--- config.mk ---
export PLATFORM = sky130hd
export DESIGN_NAME = cigar_ref_to_query_position_unit
export DESIGN_NICKNAME = d
export VERILOG_FILES = /design/src/rtl/cr2q_pkg.sv /design/src/rtl/cigar_ref_to_query_position_unit.sv /design/src/rtl/cr2q_in_reg.sv /design/src/rtl/cr2q_walk.sv /design/src/rtl/cr2q_out_reg.sv
export SDC_FILE = /design/constraint.sdc
export NUM_CORES = 1
export LEC_CHECK = 0
export BUFFER_PORTS_ARGS = -buffer_cell sky130_fd_sc_hd__buf_4
export CAP_MARGIN = 20
export CORE_ASPECT_RATIO = 0.8
export CORE_MARGIN = 2
export CORE_UTILIZATION = 45
export DETAILED_ROUTE_END_ITERATION = 10
export GPL_TIMING_DRIVEN = 0
export PLACE_DENSITY = 0.66
export SYNTH_ARGS = -nofsm -noshare
export SYNTH_HDL_FRONTEND = slang
export SYNTH_HIERARCHICAL = 1
export SYNTH_SLANG_ARGS = --single-unit
--- constraint.sdc ---
create_clock -name clk_i -period 6.44 [get_ports clk_i]
set_input_delay 1.288 -clock clk_i [delete_from_list [all_inputs] [get_ports clk_i]]
set_output_delay 1.288 -clock clk_i [all_outputs]
set_load 0.01 [all_outputs]
--- src/rtl/cr2q_pkg.sv ---
// ----------------------------------------------------------------------------
// cr2q_pkg
// Shared types and operation codes for the reference-to-query position unit.
// ----------------------------------------------------------------------------
package cr2q_pkg;

  // Alignment operation codes. Codes above OP_DIFF move neither the distance nor the query count.
  localparam logic [3:0] OP_MATCH = 4'd0;
  localparam logic [3:0] OP_INS   = 4'd1;
  localparam logic [3:0] OP_DEL   = 4'd2;
  localparam logic [3:0] OP_SKIP  = 4'd3;
  localparam logic [3:0] OP_SOFT  = 4'd4;
  localparam logic [3:0] OP_HARD  = 4'd5;
  localparam logic [3:0] OP_PAD   = 4'd6;
  localparam logic [3:0] OP_EQUAL = 4'd7;
  localparam logic [3:0] OP_DIFF  = 4'd8;

  // One alignment operation as it enters the unit.
  typedef struct packed {
    logic [3:0]  code;
    logic [27:0] length;
    logic [30:0] target;
    logic [30:0] start;
    logic        first;
    logic        last;
  } op_t;

  // One resolved position.
  typedef struct packed {
    logic signed [31:0] query_pos;
    logic               is_deletion;
    logic               is_ref_skip;
    logic               covered;
  } res_t;

endpackage

--- src/rtl/cigar_ref_to_query_position_unit.sv ---
// Path: an accepted item waits in the input register, is walked by the
// combinational walk stage, and any result is registered in the result register.
// Throughput: one operation per cycle unless a full result register is stalled;
// the walk's single add-and-compare step on distance and query count sets this.
// Reset: asynchronous, active low; clears both pipeline registers' valid
// flags and the running distance, query count and done flag to zero.
// ----------------------------------------------------------------------------
// cigar_ref_to_query_position_unit
// Resolves a reference coordinate to a read's query coordinate by walking the
// read's alignment operations, one item per cycle unless the output stalls.
// ----------------------------------------------------------------------------
module cigar_ref_to_query_position_unit import cr2q_pkg::*; #(
  parameter int COORD_BITS = 32
) (
  input  logic               clk_i,
  input  logic               rst_ni,
  input  logic               in_valid_i,
  output logic               in_stall_o,
  input  logic [3:0]         op_code_i,
  input  logic [27:0]        op_length_i,
  input  logic [30:0]        target_position_i,
  input  logic [30:0]        read_start_i,
  input  logic               first_op_i,
  input  logic               last_op_i,
  output logic               out_valid_o,
  input  logic               out_stall_i,
  output logic signed [31:0] query_pos_o,
  output logic               is_deletion_o,
  output logic               is_ref_skip_o,
  output logic               covered_o
);

  op_t  op_in, op_reg;
  logic op_valid;
  logic step;
  logic res_valid;
  res_t res_new, res_out;

  assign op_in.code   = op_code_i;
  assign op_in.length = op_length_i;
  assign op_in.target = target_position_i;
  assign op_in.start  = read_start_i;
  assign op_in.first  = first_op_i;
  assign op_in.last   = last_op_i;

  // The walk advances when the result register is free or being drained.
  assign step = op_valid && (!out_valid_o || !out_stall_i);

  cr2q_in_reg u_in_reg (
    .clk_i      (clk_i),
    .rst_ni     (rst_ni),
    .in_valid_i (in_valid_i),
    .in_stall_o (in_stall_o),
    .op_i       (op_in),
    .take_i     (step),
    .valid_o    (op_valid),
    .op_o       (op_reg)
  );

  cr2q_walk #(
    .COORD_BITS (COORD_BITS)
  ) u_walk (
    .clk_i       (clk_i),
    .rst_ni      (rst_ni),
    .step_i      (step),
    .op_i        (op_reg),
    .res_valid_o (res_valid),
    .res_o       (res_new)
  );

  cr2q_out_reg u_out_reg (
    .clk_i       (clk_i),
    .rst_ni      (rst_ni),
    .load_i      (res_valid),
    .res_i       (res_new),
    .out_valid_o (out_valid_o),
    .out_stall_i (out_stall_i),
    .res_o       (res_out)
  );

  assign query_pos_o   = res_out.query_pos;
  assign is_deletion_o = res_out.is_deletion;
  assign is_ref_skip_o = res_out.is_ref_skip;
  assign covered_o     = res_out.covered;

`ifndef SYNTHESIS
  // A new result is only written when the held one is free or leaving.
  assert property (@(posedge clk_i) disable iff (!rst_ni)
    res_valid |-> (!out_valid_o || !out_stall_i))
    else $error("result register overwritten while stalled");

  // A reference skip is always reported as a deletion too.
  assert property (@(posedge clk_i) disable iff (!rst_ni)
    (out_valid_o && is_ref_skip_o) |-> is_deletion_o)
    else $error("reference skip without deletion flag");

  // Deletions are covered and carry a zero query position.
  assert property (@(posedge clk_i) disable iff (!rst_ni)
    (out_valid_o && is_deletion_o) |-> (covered_o && (query_pos_o == 32'sd0)))
    else $error("deletion result malformed");

  // An uncovered result carries no position and no deletion.
  assert property (@(posedge clk_i) disable iff (!rst_ni)
    (out_valid_o && !covered_o) |-> ((query_pos_o == 32'sd0) && !is_deletion_o))
    else $error("uncovered result malformed");
`endif

endmodule

--- src/rtl/cr2q_in_reg.sv ---
// ----------------------------------------------------------------------------
// cr2q_in_reg
// Input register: captures one operation item and holds it until the walk
// stage consumes it.
// ----------------------------------------------------------------------------
module cr2q_in_reg import cr2q_pkg::*; (
  input  logic clk_i,
  input  logic rst_ni,
  input  logic in_valid_i,
  output logic in_stall_o,
  input  op_t  op_i,
  input  logic take_i,
  output logic valid_o,
  output op_t  op_o
);

  logic valid_q, valid_d;
  op_t  op_q;
  logic load;

  // A new item may enter when the register is empty or is being drained.
  assign in_stall_o = valid_q && !take_i;
  assign load       = in_valid_i && !in_stall_o;

  always_comb begin
    valid_d = valid_q;
    if (load) begin
      valid_d = 1'b1;
    end else if (take_i) begin
      valid_d = 1'b0;
    end
  end

  always_ff @(posedge clk_i or negedge rst_ni) begin
    if (!rst_ni) begin
      valid_q <= 1'b0;
    end else begin
      valid_q <= valid_d;
    end
  end

  // Payload needs no reset.
  always_ff @(posedge clk_i) begin
    if (load) begin
      op_q <= op_i;
    end
  end

  assign valid_o = valid_q;
  assign op_o    = op_q;

endmodule

--- src/rtl/cr2q_walk.sv ---
// ----------------------------------------------------------------------------
// cr2q_walk
// Walk stage: applies one alignment operation to the running reference
// distance and query count, and decides whether the read resolves here.
// ----------------------------------------------------------------------------
module cr2q_walk import cr2q_pkg::*; #(
  parameter int COORD_BITS = 32
) (
  input  logic clk_i,
  input  logic rst_ni,
  input  logic step_i,
  input  op_t  op_i,
  output logic res_valid_o,
  output res_t res_o
);

  // Saturation width of the query coordinate, limited to the output width.
  localparam int EffBits = (COORD_BITS > 32) ? 32 : ((COORD_BITS < 16) ? 16 : COORD_BITS);
  localparam int QW      = EffBits - 1;
  localparam logic [32:0]        QMaxU = (33'd1 << QW) - 33'd1;
  localparam logic signed [33:0] QMaxS = (34'sd1 <<< QW) - 34'sd1;
  localparam logic signed [33:0] QMinS = -QMaxS - 34'sd1;

  logic signed [31:0] dist_q, dist_d, dist_cur, dist_less;
  logic [QW-1:0]      qcnt_q, qcnt_d, qcnt_cur, qcnt_add;
  logic               done_q, done_d, done_cur;
  logic [32:0]        qsum;
  logic signed [33:0] qraw, qsat;
  logic               in_reach;
  logic               hit, del, skip;
  logic signed [31:0] qpos;

  // State seen by this item: a first operation restarts the read.
  always_comb begin
    if (op_i.first) begin
      dist_cur = 32'({1'b0, op_i.target}) - 32'({1'b0, op_i.start});
      qcnt_cur = '0;
      done_cur = 1'b0;
    end else begin
      dist_cur = dist_q;
      qcnt_cur = qcnt_q;
      done_cur = done_q;
    end
  end

  // Shared arithmetic: reach test, distance step, saturating query sums.
  always_comb begin
    in_reach  = $signed({dist_cur[31], dist_cur}) < $signed({5'b0, op_i.length});
    dist_less = dist_cur - $signed({4'b0, op_i.length});
    qsum      = 33'(qcnt_cur) + 33'(op_i.length);
    qcnt_add  = (qsum > QMaxU) ? '1 : qsum[QW-1:0];
    qraw      = $signed(34'(qcnt_cur)) + $signed({{2{dist_cur[31]}}, dist_cur});
    if (qraw > QMaxS) begin
      qsat = QMaxS;
    end else if (qraw < QMinS) begin
      qsat = QMinS;
    end else begin
      qsat = qraw;
    end
  end

  // Operation decode and next state.
  always_comb begin
    dist_d = dist_cur;
    qcnt_d = qcnt_cur;
    hit    = 1'b0;
    del    = 1'b0;
    skip   = 1'b0;
    qpos   = '0;
    if (!done_cur) begin
      case (op_i.code) inside
        OP_MATCH, OP_EQUAL, OP_DIFF: begin
          if (in_reach) begin
            hit  = 1'b1;
            qpos = qsat[31:0];
          end else begin
            dist_d = dist_less;
            qcnt_d = qcnt_add;
          end
        end
        OP_INS, OP_SOFT: begin
          qcnt_d = qcnt_add;
        end
        OP_DEL, OP_SKIP: begin
          if (in_reach) begin
            hit  = 1'b1;
            del  = 1'b1;
            skip = (op_i.code == OP_SKIP);
          end else begin
            dist_d = dist_less;
          end
        end
        default: begin
        end
      endcase
    end
    done_d = done_cur || hit || op_i.last;
  end

  always_ff @(posedge clk_i or negedge rst_ni) begin
    if (!rst_ni) begin
      dist_q <= '0;
      qcnt_q <= '0;
      done_q <= 1'b0;
    end else if (step_i) begin
      dist_q <= dist_d;
      qcnt_q <= qcnt_d;
      done_q <= done_d;
    end
  end

  // A read resolves at a hit or at its last operation, once only.
  assign res_valid_o       = step_i && !done_cur && (hit || op_i.last);
  assign res_o.query_pos   = qpos;
  assign res_o.is_deletion = del;
  assign res_o.is_ref_skip = skip;
  assign res_o.covered     = hit;

endmodule

--- src/rtl/cr2q_out_reg.sv ---
// ----------------------------------------------------------------------------
// cr2q_out_reg
// Result register: holds one resolved position until the receiver takes it.
// ----------------------------------------------------------------------------
module cr2q_out_reg import cr2q_pkg::*; (
  input  logic clk_i,
  input  logic rst_ni,
  input  logic load_i,
  input  res_t res_i,
  output logic out_valid_o,
  input  logic out_stall_i,
  output res_t res_o
);

  logic valid_q, valid_d;
  res_t res_q;

  always_comb begin
    valid_d = valid_q;
    if (load_i) begin
      valid_d = 1'b1;
    end else if (valid_q && !out_stall_i) begin
      valid_d = 1'b0;
    end
  end

  always_ff @(posedge clk_i or negedge rst_ni) begin
    if (!rst_ni) begin
      valid_q <= 1'b0;
    end else begin
      valid_q <= valid_d;
    end
  end

  always_ff @(posedge clk_i) begin
    if (load_i) begin
      res_q <= res_i;
    end
  end

  assign out_valid_o = valid_q;
  assign res_o       = res_q;

endmodule

==> results.toml <==
[yosys]
synth_area_leaders = "edfxtp_1 (28%), dfrtp_1 (12%), ha_1 (11%), a21oi_1 (4.5%), xnor2_1 (4.3%)"
yosysMostFrequentCell = "nand2_1"
synth-seq-cells = 197
synthArstFlopShare_pct = 33.5
synth_edf_count = 131
syn_nets = 1707
syn_area_um2 = 14100
avgSynthCellArea_um2 = 9.51
yosys.cell_types.count = 89
synth.top_cells.by_count = "nand2_1 (137), edfxtp_1 (131), a21oi_1 (127)"
synth_top_area_share_pct = 27.9
yosys_warnings = 6
ys_seq_area_share_pct = 39.6
synth_top_area_cell = "edfxtp_1"
synthCells = 1484
synth_ff_type = "edfxtp_1"

[sta]
period_minus_slack_ps = 6060
slew_headroom_pct = 38.9
grt_setup_unrepaired = "no"
setup_viol = 0
finalHoldViolations = 0
finalMaxSlewViolations = 0
tightestPinTransition_ps = 917
max_freq_ghz = 0.165
post-route-period-util_pct = 94.1
fin_worst_skew_ps = 10.3
tns_ps = 0

[cts]
cts_tree = "built"
clock_sinks = 197
cts_made_buffers = 17
cts_max_level = 4
cts-root-buf = "clkbuf_16"
postCtsSetupRepairBufs = 0
clk_latency_ps = 460
hold_buffers = 0
clk_pin_slew_ps = 80
clockBufferDepth = 2

[route]
first_iter_violations = 807
drtPass1Iterations = 5
drc = 0
drt_wl_total_um = 36100
antenna_left = 0
vias = 11500
drt-vias-per-instance = 5.58
wire_per_inst_um = 17.4

[flow_run]
drv_cap = 0

[global_route]
grt_pass1_vias = 11200
antenna_found_initial = 0
grt_overflow_total = 0
grt_use_total_pct = 22.3
grt_pass1_wl_um = 57200
grt_max_degree = 73

[placement]
postPlaceCellArea_um2 = 15700
gp_congestion = 0.919
port_buffers = 136
dp_hpwl_um = 28500

[floorplan]
placementRows = 57
die-area_um2 = 32800
die_w_um = 202
io_pins = 137
start_util_pct = 46.1
core-area_um2 = 30600
die-height_um = 162

[pwr]
leakage_nw = 7.20
swShare_pct = 42.3
clockPowerShare_pct = 17.3
power.switching_mw = 2.62
ir_drop_mv = 0.205
combPwrFrac_pct = 53.7
p_int_mw = 3.57
p_total_mw = 6.19
powerDensity_nw_per_um2 = 379
power_frac_seq_pct = 29.1

[min_path]
hold_depth = 2
hold_class = "flop to flop"

[setup_path]
end_kind = "flop"
worstPathMaxFanout = 10
ff2ff_path_depth = 19
cp.required_ps = 6620
startpoint_type = "flop"
crit_arrival_ps = 6240
crit_type = "flop to flop"

[final_layout]
drive_gt1_share_pct = 18.0
area_growth_pct = 15.6
fin_area_um2 = 16300
fillers = 2793
fin_nets = 1864

[outcome]
status = "finished, final reports clean"
==> layout by cell type (no fill, tap or decap), types with 58 or more instances in the layout <==
master	netlist	layout
a21oi_1	127	127
buf_4	4	140
dfrtp_1	66	66
edfxtp_1	131	131
ha_1	119	119
inv_1	91	91
nand2_1	137	137
nor2_1	112	111
o21ai_0	58	58
xnor2_1	69	69
==> metal layers <==
layer / routed length [um] / vias to the layer above / share of wire [%] / track usage [%]
li1: - / 5717 / - / -
met1: 17000 / 5460 / 47 / 31.0
met2: 16000 / 312 / 44 / 35.0
met3: 2310 / 41 / 6.4 / 4.90
met4: 659 / 0 / 1.8 / 6.85
met5: 0 / - / 0 / 0
==> kinds of logic (layout without fill, tap and decap cells) <==
group,after synthesis,in the layout,share of synthesized area [%]
AOI/OAI and AO/OA,428,428,20.0
xor gates and xnor gates,102,102,6.33
adders and majority gates,123,123,11.1
buffers and inverters,146,316,4.34
DFF,197,197,39.6
muxes,39,39,3.00
other,0,1,0
and+or+nand+nor,449,449,15.6
==> final timing paths <==
| kind | startpoint | end | slack (ps) |
|---|---|---|---|
| max in group asynchronous | rst_ni | u_walk/qcnt_q[11]$_DFFE_PN0P_ | 4880 |
| min | u_walk/qcnt_q[16]$_DFFE_PN0P_ | u_walk/qcnt_q[16]$_DFFE_PN0P_ | 470 |
| min in group asynchronous | rst_ni | u_walk/dist_q[28]$_DFFE_PN0P_ | 970 |
| max | u_in_reg/op_o[1]$_DFFE_PP_ | u_out_reg/res_o[33]$_DFFE_PP_ | 380 |
| max reg2reg | u_in_reg/op_o[1]$_DFFE_PP_ | u_out_reg/res_o[33]$_DFFE_PP_ | 380 |
| min reg2reg | u_walk/qcnt_q[16]$_DFFE_PN0P_ | u_walk/qcnt_q[16]$_DFFE_PN0P_ | 470 |
==> per-stage QoR <==
step	std cells	hold WS, ps	util (%)	setup WS, ps
after floorplan	1484	442	-	458
after global placement	2033	452	51.2	-1530
after detailed placement	2035	457	51.4	-1.88
after CTS	2067	474	53.3	198
after global routing	2067	485	53.3	29.0
final	2068	471	53.3	380
==> what timing repair did <==
item                       4_1_cts  5_1_grt
pin swaps                        0        0
setup endpoints to repair       11       37
gates resized for setup          1        5
==> layout make-up <==
class	instances	area (um2)	area share, %
inverter	91	342	2.09
multi-input combinational	1141	7940	48.7
timing repair buffer	138	1070	6.55
clock buffer	17	425	2.61
sequential	197	5590	34.2
tap	413	517	3.17
antenna	1	2.50	0.0153
clock inverter	15	160	0.982
buffer	55	275	1.69
==> state kept, by name (all words and copies together) (netlist names) <==
name and cells:
u_walk/dist_q 32, u_out_reg/out_valid_o 1, u_walk/qcnt_q 31, u_in_reg/op_o 96, u_in_reg/valid_o 1, u_out_reg/res_o 35
u_walk/done_q 1
==> power by group through the flow <==
stage / registers [mW] / clock network, mW / logic, mW
6_report: 1.80 / 1.07 / 3.32
5_1_grt: 1.83 / 1.15 / 3.70
4_1_cts: 1.80 / 1.10 / 3.30
3_5_place_dp: 1.82 / 0 / 3.28
3_3_place_gp: 1.82 / 0 / 3.23
2_1_floorplan: 1.80 / 0 / 2.50
==> worst max-delay path, stage by stage, from the launching register on <==
cell and delay [ps]:
edfxtp_1 480, buf_1 500, clkbuf_2 430, clkbuf_2 410, clkbuf_1 420, nor2b_1 160
ha_1 310, clkbuf_1 170, o21a_1 200, a221oi_1 280, a21bo_2 300, a31oi_1 300
o21ai_1 170, o2bb2ai_1 230, a21oi_1 250, nor3_1 80, o21a_1 160, o21ai_1 490
buf_2 320, a31oi_1 120
Note: power is estimated with default switching activity, not from simulation.
